`src/hw/rtl/fps_ovl_pkg.sv`:
```
package fps_ovl_pkg;

    localparam int NUM_STAGES = 4;

    localparam int COORD_W = 12;
    localparam int COLOR_W = 16;
    localparam int RATE_W  = 16;
    localparam int CFG_W   = 12;

    localparam logic [0:0] REG_OVERLAY_ENABLE = 1'd0;
    localparam logic [0:0] REG_SCREEN_WIDTH   = 1'd1;

    localparam logic [CFG_W-1:0] SCREEN_WIDTH_RESET = 12'd320;

    localparam int BOX_W = 60;
    localparam int BOX_H = 16;
    localparam logic [COLOR_W-1:0] WHITE_565 = 16'hffff;
    localparam logic [COLOR_W-1:0] BLACK_565 = 16'h0000;

    // x / 10 == (x * 52429) >> 19 for every 16-bit x
    localparam logic [15:0] RECIP_10 = 16'd52429;
    localparam int RECIP_10_SHIFT = 19;

    // x / 7 == (x * 37) >> 8 for x below 84
    localparam logic [11:0] RECIP_7 = 12'd37;

    localparam logic [3:0] GLYPH_F     = 4'd10;
    localparam logic [3:0] GLYPH_P     = 4'd11;
    localparam logic [3:0] GLYPH_S     = 4'd12;
    localparam logic [3:0] GLYPH_BLANK = 4'd13;

    localparam logic [2:0] SLOT_F      = 3'd0;
    localparam logic [2:0] SLOT_P      = 3'd1;
    localparam logic [2:0] SLOT_S      = 3'd2;
    localparam logic [2:0] SLOT_TENS   = 3'd3;
    localparam logic [2:0] SLOT_UNITS  = 3'd4;
    localparam logic [2:0] SLOT_POINT  = 3'd5;
    localparam logic [2:0] SLOT_TENTHS = 3'd6;

    localparam logic [2:0] GLYPH_ROM [0:13][0:4] = '{
        '{3'd7, 3'd5, 3'd5, 3'd5, 3'd7},
        '{3'd2, 3'd6, 3'd2, 3'd2, 3'd7},
        '{3'd7, 3'd1, 3'd7, 3'd4, 3'd7},
        '{3'd7, 3'd1, 3'd7, 3'd1, 3'd7},
        '{3'd5, 3'd5, 3'd7, 3'd1, 3'd1},
        '{3'd7, 3'd4, 3'd7, 3'd1, 3'd7},
        '{3'd7, 3'd4, 3'd7, 3'd5, 3'd7},
        '{3'd7, 3'd1, 3'd2, 3'd2, 3'd2},
        '{3'd7, 3'd5, 3'd7, 3'd5, 3'd7},
        '{3'd7, 3'd5, 3'd7, 3'd1, 3'd7},
        '{3'd7, 3'd4, 3'd6, 3'd4, 3'd4},
        '{3'd6, 3'd5, 3'd6, 3'd4, 3'd4},
        '{3'd7, 3'd4, 3'd7, 3'd1, 3'd7},
        '{3'd0, 3'd0, 3'd0, 3'd0, 3'd0}
    };

    typedef struct packed {
        logic [NUM_STAGES-1:0] load;
    } pipe_ctrl_t;

    typedef struct packed {
        logic                in_box;
        logic                text_ok;
        logic [2:0]          slot;
        logic [1:0]          gx;
        logic [2:0]          row;
        logic [COLOR_W-1:0]  color;
    } geom_t;

    typedef struct packed {
        logic [3:0] tenths;
        logic [3:0] units;
        logic [3:0] tens;
    } digits_t;

    function automatic logic [2:0] glyph_line(input logic [3:0] idx, input logic [2:0] row);
        logic [2:0] bits;
        bits = 3'd0;
        if (idx <= GLYPH_BLANK && row <= 3'd4) begin
            bits = GLYPH_ROM[idx][row];
        end
        return bits;
    endfunction

    // low four bits of 10 * x
    function automatic logic [3:0] mul10_lo(input logic [3:0] x);
        logic [7:0] prod;
        prod = {1'b0, x, 3'b000} + {3'b000, x, 1'b0};
        return prod[3:0];
    endfunction

endpackage

```
`src/hw/rtl/fps_ovl_ctrl.sv`:
```
module fps_ovl_ctrl
    import fps_ovl_pkg::*;
(
    input  logic                  aclk,
    input  logic                  aresetn,
    input  logic                  s_valid,
    output logic                  s_ready,
    output logic                  m_valid,
    input  logic                  m_ready,
    output pipe_ctrl_t            ctrl,
    output logic [NUM_STAGES-1:0] stage_valid
);

    logic [NUM_STAGES-1:0] valid_reg;
    logic [NUM_STAGES-1:0] valid_next;
    logic [NUM_STAGES-1:0] ready;

    // a stage may load when it is empty or its contents move on
    always_comb begin
        ready[NUM_STAGES-1] = !valid_reg[NUM_STAGES-1] || m_ready;
        for (int i = NUM_STAGES - 2; i >= 0; i--) begin
            ready[i] = !valid_reg[i] || ready[i+1];
        end
    end

    always_comb begin
        valid_next[0] = ready[0] ? s_valid : valid_reg[0];
        for (int i = 1; i < NUM_STAGES; i++) begin
            valid_next[i] = ready[i] ? valid_reg[i-1] : valid_reg[i];
        end
    end

    always_ff @(posedge aclk) begin
        if (!aresetn) begin
            valid_reg <= '0;
        end else begin
            valid_reg <= valid_next;
        end
    end

    assign ctrl.load   = ready;
    assign s_ready     = ready[0];
    assign m_valid     = valid_reg[NUM_STAGES-1];
    assign stage_valid = valid_reg;

endmodule

```
`src/hw/rtl/fps_ovl_digits.sv`:
```
module fps_ovl_digits
    import fps_ovl_pkg::*;
(
    input  logic              aclk,
    input  pipe_ctrl_t        ctrl,
    input  logic [RATE_W-1:0] rate_tenths,
    output digits_t           digits
);

    logic [31:0] prod_a;
    logic [28:0] prod_b;
    logic [25:0] prod_c;

    logic [12:0] a_q1_reg;
    logic [3:0]  a_rate_lo_reg;

    logic [9:0]  b_q2_reg;
    logic [3:0]  b_q1_lo_reg;
    logic [3:0]  b_tenths_reg;

    logic [6:0]  c_q3_reg;
    logic [3:0]  c_q2_lo_reg;
    logic [3:0]  c_units_reg;
    logic [3:0]  c_tenths_reg;

    // peel one decimal digit per stage
    assign prod_a = {16'd0, rate_tenths} * {16'd0, RECIP_10};
    assign prod_b = {16'd0, a_q1_reg} * {13'd0, RECIP_10};
    assign prod_c = {16'd0, b_q2_reg} * {10'd0, RECIP_10};

    always_ff @(posedge aclk) begin
        if (ctrl.load[0]) begin
            a_q1_reg      <= prod_a[31:RECIP_10_SHIFT];
            a_rate_lo_reg <= rate_tenths[3:0];
        end
    end

    always_ff @(posedge aclk) begin
        if (ctrl.load[1]) begin
            b_q2_reg     <= prod_b[28:RECIP_10_SHIFT];
            b_q1_lo_reg  <= a_q1_reg[3:0];
            b_tenths_reg <= a_rate_lo_reg - mul10_lo(a_q1_reg[3:0]);
        end
    end

    always_ff @(posedge aclk) begin
        if (ctrl.load[2]) begin
            c_q3_reg     <= prod_c[25:RECIP_10_SHIFT];
            c_q2_lo_reg  <= b_q2_reg[3:0];
            c_units_reg  <= b_q1_lo_reg - mul10_lo(b_q2_reg[3:0]);
            c_tenths_reg <= b_tenths_reg;
        end
    end

    assign digits.tenths = c_tenths_reg;
    assign digits.units  = c_units_reg;
    assign digits.tens   = c_q2_lo_reg - mul10_lo(c_q3_reg[3:0]);

endmodule

```
`src/hw/rtl/fps_ovl_geom.sv`:
```
module fps_ovl_geom
    import fps_ovl_pkg::*;
(
    input  logic               aclk,
    input  pipe_ctrl_t         ctrl,
    input  logic               cfg_enable,
    input  logic [CFG_W-1:0]   cfg_width,
    input  logic [COORD_W-1:0] pos_x,
    input  logic [COORD_W-1:0] pos_y,
    input  logic [COLOR_W-1:0] color_in,
    output geom_t              geom
);

    logic signed [13:0] diff;
    logic signed [13:0] left;
    logic signed [13:0] dx;
    logic               in_box;
    logic               rx_ok;
    logic               row_ok;
    logic [5:0]         rx;
    logic [3:0]         ry;

    logic               a_in_box_reg;
    logic               a_rx_ok_reg;
    logic               a_row_ok_reg;
    logic [5:0]         a_rx_reg;
    logic [2:0]         a_row_reg;
    logic [COLOR_W-1:0] a_color_reg;

    logic [11:0]        slot_prod;
    logic               b_in_box_reg;
    logic               b_rx_ok_reg;
    logic               b_row_ok_reg;
    logic [5:0]         b_rx_reg;
    logic [3:0]         b_slot_reg;
    logic [2:0]         b_row_reg;
    logic [COLOR_W-1:0] b_color_reg;

    logic [6:0]         seven_slot;
    logic [6:0]         col_full;
    logic [2:0]         col;
    geom_t              c_geom_reg;

    // left edge, halved with truncation toward zero
    always_comb begin
        diff   = $signed({2'b00, cfg_width}) - 14'sd60;
        left   = (diff + $signed({13'd0, diff[13]})) >>> 1;
        dx     = $signed({2'b00, pos_x}) - left;
        in_box = cfg_enable && !dx[13] && (dx < 14'sd60) && (pos_y < 12'd16);
        rx_ok  = (dx >= 14'sd3);
        rx     = dx[5:0] - 6'd3;
        row_ok = pos_y inside {[12'd3:12'd12]};
        ry     = pos_y[3:0] - 4'd3;
    end

    always_ff @(posedge aclk) begin
        if (ctrl.load[0]) begin
            a_in_box_reg <= in_box;
            a_rx_ok_reg  <= rx_ok;
            a_row_ok_reg <= row_ok;
            a_rx_reg     <= rx;
            a_row_reg    <= ry[3:1];
            a_color_reg  <= color_in;
        end
    end

    assign slot_prod = {6'd0, a_rx_reg} * RECIP_7;

    always_ff @(posedge aclk) begin
        if (ctrl.load[1]) begin
            b_in_box_reg <= a_in_box_reg;
            b_rx_ok_reg  <= a_rx_ok_reg;
            b_row_ok_reg <= a_row_ok_reg;
            b_rx_reg     <= a_rx_reg;
            b_slot_reg   <= slot_prod[11:8];
            b_row_reg    <= a_row_reg;
            b_color_reg  <= a_color_reg;
        end
    end

    // column within the 7-pixel character cell
    always_comb begin
        seven_slot = {b_slot_reg, 3'b000} - {3'b000, b_slot_reg};
        col_full   = {1'b0, b_rx_reg} - seven_slot;
        col        = col_full[2:0];
    end

    always_ff @(posedge aclk) begin
        if (ctrl.load[2]) begin
            c_geom_reg.in_box  <= b_in_box_reg;
            c_geom_reg.text_ok <= b_rx_ok_reg && b_row_ok_reg
                                  && (b_slot_reg < 4'd7) && (col < 3'd6);
            c_geom_reg.slot    <= b_slot_reg[2:0];
            c_geom_reg.gx      <= col[2:1];
            c_geom_reg.row     <= b_row_reg;
            c_geom_reg.color   <= b_color_reg;
        end
    end

    assign geom = c_geom_reg;

endmodule

```
`src/hw/rtl/fps_text_pixel_overlay.sv`:
```
// Frame-rate text overlay on an RGB565 pixel stream.
// Throughput: one pixel per cycle while m_ready is high; four register stages
// under a ready chain, so a stall on m_ready holds each full stage in place
// while empty ones fill.
// Reset (aresetn low, synchronous): pipeline emptied, overlay disabled,
// screen width 320.
module fps_text_pixel_overlay
    import fps_ovl_pkg::*;
(
    input  logic               aclk,
    input  logic               aresetn,
    input  logic               cfg_wr_en,
    input  logic [0:0]         cfg_index,
    input  logic [CFG_W-1:0]   cfg_wdata,
    input  logic               s_valid,
    output logic               s_ready,
    input  logic [COORD_W-1:0] s_pos_x,
    input  logic [COORD_W-1:0] s_pos_y,
    input  logic [COLOR_W-1:0] s_color_in,
    input  logic [RATE_W-1:0]  s_rate_tenths,
    output logic               m_valid,
    input  logic               m_ready,
    output logic [COLOR_W-1:0] m_color_out,
    output logic               m_drawn
);

    logic                  overlay_enable_reg;
    logic [CFG_W-1:0]      screen_width_reg;

    pipe_ctrl_t            ctrl;
    logic [NUM_STAGES-1:0] stage_valid;
    geom_t                 geom;
    digits_t               digits;

    logic [3:0]            glyph_idx;
    logic [2:0]            row_bits;
    logic                  lit;
    logic [COLOR_W-1:0]    color_next;

    logic [COLOR_W-1:0]    color_out_reg;
    logic                  drawn_reg;

    always_ff @(posedge aclk) begin
        if (!aresetn) begin
            overlay_enable_reg <= 1'b0;
            screen_width_reg   <= SCREEN_WIDTH_RESET;
        end else if (cfg_wr_en) begin
            case (cfg_index)
                REG_OVERLAY_ENABLE: overlay_enable_reg <= cfg_wdata[0];
                REG_SCREEN_WIDTH:   screen_width_reg   <= cfg_wdata;
                default: ;
            endcase
        end
    end

    fps_ovl_ctrl u_ctrl (
        .aclk        (aclk),
        .aresetn     (aresetn),
        .s_valid     (s_valid),
        .s_ready     (s_ready),
        .m_valid     (m_valid),
        .m_ready     (m_ready),
        .ctrl        (ctrl),
        .stage_valid (stage_valid)
    );

    fps_ovl_geom u_geom (
        .aclk       (aclk),
        .ctrl       (ctrl),
        .cfg_enable (overlay_enable_reg),
        .cfg_width  (screen_width_reg),
        .pos_x      (s_pos_x),
        .pos_y      (s_pos_y),
        .color_in   (s_color_in),
        .geom       (geom)
    );

    fps_ovl_digits u_digits (
        .aclk        (aclk),
        .ctrl        (ctrl),
        .rate_tenths (s_rate_tenths),
        .digits      (digits)
    );

    always_comb begin
        case (geom.slot)
            SLOT_F:      glyph_idx = GLYPH_F;
            SLOT_P:      glyph_idx = GLYPH_P;
            SLOT_S:      glyph_idx = GLYPH_S;
            SLOT_TENS:   glyph_idx = digits.tens;
            SLOT_UNITS:  glyph_idx = digits.units;
            SLOT_TENTHS: glyph_idx = digits.tenths;
            default:     glyph_idx = GLYPH_BLANK;
        endcase
        row_bits = glyph_line(glyph_idx, geom.row);
        lit      = geom.text_ok && row_bits[2'd2 - geom.gx];
        if (!geom.in_box) begin
            color_next = geom.color;
        end else if (lit) begin
            color_next = WHITE_565;
        end else begin
            color_next = BLACK_565;
        end
    end

    always_ff @(posedge aclk) begin
        if (ctrl.load[NUM_STAGES-1]) begin
            color_out_reg <= color_next;
            drawn_reg     <= geom.in_box;
        end
    end

    assign m_color_out = color_out_reg;
    assign m_drawn     = drawn_reg;

    a_drawn_colour: assert property (@(posedge aclk) disable iff (!aresetn)
        m_valid && m_drawn |-> (m_color_out == BLACK_565) || (m_color_out == WHITE_565))
        else $error("drawn pixel is neither black nor white");

    a_disabled_passes: assert property (@(posedge aclk) disable iff (!aresetn)
        m_valid && !overlay_enable_reg |-> !m_drawn)
        else $error("pixel drawn with the overlay disabled");

    a_backpressure_full: assert property (@(posedge aclk) disable iff (!aresetn)
        !s_ready |-> (&stage_valid) && !m_ready)
        else $error("input stalled while the pipeline has room");

    a_empty_after_reset: assert property (@(posedge aclk)
        !aresetn |=> !m_valid && (stage_valid == '0))
        else $error("pipeline not empty after reset");

endmodule

```
`config.mk`:
```
export PLATFORM = sky130hd
export DESIGN_NAME = fps_text_pixel_overlay
export DESIGN_NICKNAME = d
export VERILOG_FILES = /design/src/hw/rtl/fps_ovl_pkg.sv /design/src/hw/rtl/fps_ovl_ctrl.sv /design/src/hw/rtl/fps_ovl_digits.sv /design/src/hw/rtl/fps_ovl_geom.sv /design/src/hw/rtl/fps_text_pixel_overlay.sv
export SDC_FILE = /design/constraint.sdc
export NUM_CORES = 1
export LEC_CHECK = 0
export BUFFER_PORTS_ARGS = -buffer_cell sky130_fd_sc_hd__buf_2
export CELL_PAD_IN_SITES_DETAIL_PLACEMENT = 0
export CELL_PAD_IN_SITES_GLOBAL_PLACEMENT = 1
export CORE_MARGIN = 1
export CORE_UTILIZATION = 50
export CTS_CLUSTER_SIZE = 24
export DETAILED_ROUTE_END_ITERATION = 10
export PLACE_DENSITY = 0.83
export SYNTH_ARGS = -nofsm -noshare
export SYNTH_HDL_FRONTEND = slang
export SYNTH_SLANG_ARGS = --single-unit
```
`constraint.sdc`:
```
create_clock -name aclk -period 6.5 [get_ports aclk]
set_input_delay 0.65 -clock aclk [delete_from_list [all_inputs] [get_ports aclk]]
set_output_delay 0.65 -clock aclk [all_outputs]
set_load 0.02 [all_outputs]
```
# Yosys cells after proc, flatten, opt, wreduce, memory -nomap -nowiden
# Memory sizes are Yosys's and may differ from the RTL's.
# Cells that the tools add are included.
# W data, S select, Z words.
word_totals:
  regBits: 167
  latch_bits: 0
  ramBits: 0
  mem_bits_ro: 240
  input_bits: 74
  out_inout_bits: 19
  word_cells: 107
  memories: 1
mem_list:
  columns: ["memory", "words", "width", "read_ports", "rd_ports_with_merged_regs", "wr", "line", "source"]
  rows:
  - ["(name not given)", 16, 15, 1, 0, 0, "fps_ovl_pkg.sv:80", "bits = GLYPH_ROM[idx][row];"]
op_classes:
  n_addsub: 14
  n_mul: 4
  n_div: 0
  order_cmp: 12
  eq_ne: 5
  n_shift: 0
  mux: 11
  n_bitwise: 3
  n_reduce_logical: 21
op_table:
  columns: ["operator", "n"]
  rows:
  - ["$mul A16 B16 Y32 const B", 1]
  - ["$mux W16", 2]
  - ["$mux W15", 2]
  - ["$mul A13 B16 Y29 const B", 1]
  - ["$pmux W4 S6", 1]
  - ["$mul A10 B16 Y22 const B", 1]
  - ["$add A13 B2 Y14", 1]
  - ["$ge A14 B3 Y1 const B", 1]
  - ["$lt A14 B7 Y1 const B", 1]
  - ["$sub A13 B13 Y14", 1]
  - ["$sub A12 B6 Y13 const B", 1]
  - ["$add A4 B4 Y4", 3]
  - ["$ge A12 B2 Y1 const B", 1]
  - ["$le A12 B4 Y1 const B", 1]
  - ["$lt A12 B5 Y1 const B", 1]
  - ["$mul A6 B6 Y12 const B", 1]
  - ["$sub A4 B4 Y4", 3]
  - ["$bmux W3 S3", 1]
  - ["$logic_and A1 B1 Y1", 9]
  - ["$mux W3", 3]
  - ["$eq A3 B2 Y1 const B", 2]
  - ["$eq A3 B3 Y1 const B", 2]
  - ["$sub A6 B2 Y6 const B", 1]
  - ["$ge A5 B5 Y1 const B", 1]
  - ["20 further kinds", 28]

# Logic depth before layout (Yosys ltp)
logic_depth:
  ltp_word: 16
  mapped_depth: 21

# Cells and area by module
# From an unflattened synthesis, not the netlist that was laid out.
unflattened:
  hier_cells: 1627
  area_unflattened_um2: 17413.0
modules_own_cells:
  columns: ["mod", "instances", "cells_each", "area_per_inst_um2", "seq_area_each_um2"]
  rows:
  - ["fps_ovl_digits", 1, 1109, 11192.0, 1501.4]
  - ["fps_ovl_geom", 1, 296, 4129.0, 2492.4]
  - ["fps_text_pixel_overlay", 1, 203, 1913.1, 770.7]
  - ["fps_ovl_ctrl", 1, 19, 178.9, 80.1]

# Worst setup path before layout
# OpenSTA, ideal clock, no wires.
synth_path:
  kind: "input -> register"
  start: "in s_rate_tenths[8]"
  end: "reg u_digits.a_q1_reg[12], data pin"
  setup_ns: 0.262
  arrival_ns: 5.370
  required_ns: 6.238
  slack_ns: 0.868
  path_stages: 19
  n_path_buf: 0
  path_cell_list: "ha_1 -> inv_1 -> fa_1 -> fa_1 -> fa_1 -> inv_1 -> fa_1 -> inv_1 -> fa_1 -> inv_1 -> ha_1 -> nand4_1 -> nor2_1 -> nand2_1 -> a21oi_1 -> nor2_1 -> o311ai_0 -> a21oi_1 -> xor2_1"
synth_via:
  elab_chain_cells: 1
synth_rtl:
  columns: ["item", "line", "source"]
  rows:
  - ["start: declaration", "fps_text_pixel_overlay.sv:20", "input logic [RATE_W-1:0] s_rate_tenths,"]
  - ["$mul A16 B16 Y32", "fps_ovl_digits.sv:27", "assign prod_a = {16'd0, rate_tenths} * {16'd0, RECIP_10};"]
  - ["via u_digits.prod_a[31]", "fps_ovl_digits.sv:10", "logic [31:0] prod_a;"]
  - ["end signal: assignment", "fps_ovl_digits.sv:33", "a_q1_reg <= prod_a[31:RECIP_10_SHIFT];"]
  - ["end: declaration", "fps_ovl_digits.sv:14", "logic [12:0] a_q1_reg;"]
# The timed path passes the listed nets, and every way through them passes these cells.
# A chain may end at the register's enable or synchronous reset.

# Final worst setup path
layout_path:
  start: "in s_rate_tenths[4]"
  end: "reg u_digits.a_q1_reg[12], data pin"
# The elaborated chain is that of the path after synthesis.

==> metrics.md <==
| Metric | Value |
|---|---|
| Status | `finished, final reports clean` |
| Hold Fails Final Rpt | `0` |
| CTS tree | `yes` |
| Placer Congestion | `0.904` |
| Crit start category | `input pin` |
| Post-CTS Hold Buffers | `0` |
| CTS H-tree depth | `4` |
| Synth Flop Type | `edfxtp_1` |
| Max FFs per register | `26` |
| Sink Count | `167` |
| Root Buffer Master | `clkbuf_16` |
| Seq/Total Area, Yosys | `0.292` |
| TNS Setup | `0 ns` |
| Clock Latency Late Sink | `0.44 ns` |
| DR vias/cell | `5.03` |
| Post-DRT Antenna Nets | `0` |
| Worst Skew | `0.0204 ns` |
| Worst setup path class | `input pin to register` |
| RSZ-0062 raised after global routing | `no` |
| Max Fanout on Critical Path | `5` |
| FP Rows | `66` |
| Worst Path Arrival | `5.85 ns` |
| Largest net degree at the start of global routing | `48` |
| R2r setup slk | `1.00 ns` |
| Post-CTS setup buffers | `0` |
| Avg WL per Cell | `14.8 um` |
| Chip Width | `184 um` |
| Mapped Nets | `2062` |
| Final min period | `5.68 ns` |
| Max_slew headroom | `0.265` |
| Cell variety after synth | `67` |
| Hpwl dp | `25800 um` |
| Area delta synth->final | `9.60%` |
| First-pass GRT wire length | `50600 um` |
| CTS resizes | `0` |
| Num CTS Buffers | `17` |
| Routed wire length | `30600 um` |
| Post-synthesis register bit count | `167` |
| Fin. max-slew vios | `0` |
| Total GRT Usage | `0.191` |
| Placed cells | `2027` |
| Tcrit/Tclk final | `0.874` |
| Vias in the first global route | `10500` |
| Max-cap violations | `0` |
| GRT Residual Overflow | `0` |
| Number of fill cells | `2793` |
| Ys async rst share | `0` |
| Via count | `10400` |
| Worst Tran Pin Value | `1.10 ns` |
| Drt initial violations | `384` |
| Core region area | `32500 sq um` |
| Hold crit path type | `input pin to register` |
| Layout Nets | `2160` |
| Yosys warning total | `0` |
| # diodes | `0` |
| Critical path required time | `6.67 ns` |
| # IOs | `93` |
| IO Port Bufs | `92` |
| # setup viols final | `0` |
| Clk slew on worst S/H paths | `0.08 ns` |
| Final Non-Filler Cells | `2059` |
| Initial antenna violation count | `0` |
| Detailed Routing Iterations Pass 1 | `5` |
| Max Freq | `176 MHz` |
| Clock Path Buffers | `2` |
| Setup crit end kind | `register` |
| Layout cells sized above 1 | `0.0866` |
| DRC viols | `0` |
| Initial Utilization | `0.509` |
| Post-Syn Area per Cell | `11.0 sq um` |
| Cell Area, Synth | `16600 sq um` |
| Die height | `184 um` |
| Mapped Cells | `1506` |
| Post-synth EDFFs | `150` |
| Die ar. | `33900 sq um` |
cell usage after synthesis (6+ instances only):
| master | count | share of area |
|---|---|---|
| a211oi_1 | 10 | 0.0045 |
| a21boi_0 | 14 | 0.0063 |
| a21o_1 | 17 | 0.0077 |
| a21oi_1 | 43 | 0.013 |
| a31oi_1 | 7 | 0.0026 |
| and3_1 | 6 | 0.0023 |
| clkbuf_1 | 7 | 0.0016 |
| dfxtp_1 | 17 | 0.021 |
| edfxtp_1 | 150 | 0.27 |
| fa_1 | 161 | 0.19 |
| ha_1 | 321 | 0.24 |
| inv_1 | 356 | 0.081 |
| nand2_1 | 67 | 0.015 |
| nand2b_1 | 12 | 0.0045 |
| nand3_1 | 18 | 0.0054 |
| nand4_1 | 8 | 0.0030 |
| nor2_1 | 37 | 0.0084 |
| nor2b_1 | 13 | 0.0049 |
| nor3_1 | 18 | 0.0054 |
| nor4_1 | 7 | 0.0026 |
| o211ai_1 | 8 | 0.0036 |
| o21a_1 | 9 | 0.0041 |
| o21ai_0 | 43 | 0.013 |
| or2_2 | 6 | 0.0023 |
| xnor2_1 | 48 | 0.025 |
| xor2_1 | 27 | 0.014 |
cell families (layout without fill, tap and decap cells):
group | count (synthesis) | count (layout) | synth area share
AOI/OAI and AO/OA | 189 | 189 | 0.0750
xor gates and xnor gates | 76 | 76 | 0.0411
adders and majority gates | 482 | 482 | 0.437
buffers and inverters | 369 | 480 | 0.0843
DFF | 167 | 167 | 0.292
muxes | 5 | 5 | 0.00302
and+or+nand+nor | 218 | 218 | 0.0674
critical path: stages:
cell      delay, ns
buf_2          0.14
ha_1           0.35
inv_1          0.08
fa_1           0.50
fa_1           0.52
fa_1           0.55
inv_1          0.06
fa_1           0.53
inv_1          0.05
fa_1           0.53
inv_1          0.04
ha_1           0.36
nand4_1        0.16
nor2_1         0.13
nand2_1        0.06
a21oi_1        0.20
nor2_1         0.12
o311ai_0       0.50
a21oi_1        0.15
xor2_1         0.15
cell usage in the layout (no fill, tap or decap), drive strengths merged, types with 5 or more instances in the layout:
cell and n:
nand4 8, ha 321, and2 5, o21a 9, nor2 37, mux2i 5, and3 6, nand3 18
clkbuf 17, o31ai 5, inv 364, nand2 67, a211oi 11, a21boi 16, nor3 18, buf 92
nor2b 13, dfxtp 17, o21ai 43, nor4 8, o211ai 8, or2 7, a21oi 43, a21o 17
nand2b 12, xnor2 48, clkinv 7, xor2 27, edfxtp 150, fa 161, a31oi 7
stage by stage:
stage | utilization | hold WS, ns | cell area (sq um) | worst slack, ns
after detailed placement | 0.539 | 0.405 | 17500 | 0.345
after global routing | 0.558 | 0.362 | 18200 | 0.418
after CTS | 0.558 | 0.356 | 18200 | 0.817
after floorplan | - | 0.400 | 16600 | 0.868
final | 0.558 | 0.383 | 18200 | 0.821
after global placement | 0.539 | 0.403 | 17500 | 0.396
layer usage:
metal | routed length, um | GRT usage | vias up | share of wire
li1 | - | - | 5212 | -
met1 | 14200 | 0.251 | 4998 | 0.46
met2 | 15400 | 0.337 | 134 | 0.50
met3 | 731 | 0.0202 | 18 | 0.024
met4 | 276 | 0.0433 | 0 | 0.0090
met5 | 0 | 0 | - | 0
worst paths after layout:
path	depth (start not counted)	to	from
worst max-delay path	20	u_digits.a_q1_reg[12]	s_rate_tenths[4]
worst min-delay path	1	u_geom.a_color_reg[10]	s_color_in[10]
worst max register to register	17	u_digits.b_q2_reg[7]	u_digits.a_q1_reg[4]
worst min register to register	0	u_geom.b_color_reg[3]	u_geom.a_color_reg[3]
layout make-up:
| cell class | instances | area, sq um | area share |
|---|---|---|---|
| clock buffer | 17 | 425 | 0.0234 |
| tap | 442 | 553 | 0.0304 |
| multi-input combinational | 970 | 10300 | 0.569 |
| timing repair buffer | 92 | 460 | 0.0253 |
| clock inverter | 15 | 209 | 0.0115 |
| inverter | 356 | 1340 | 0.0736 |
| sequential | 167 | 4840 | 0.267 |
Power is not shown: default switching activity piles up to over one toggle a cycle in this logic, so the estimate is an artifact.
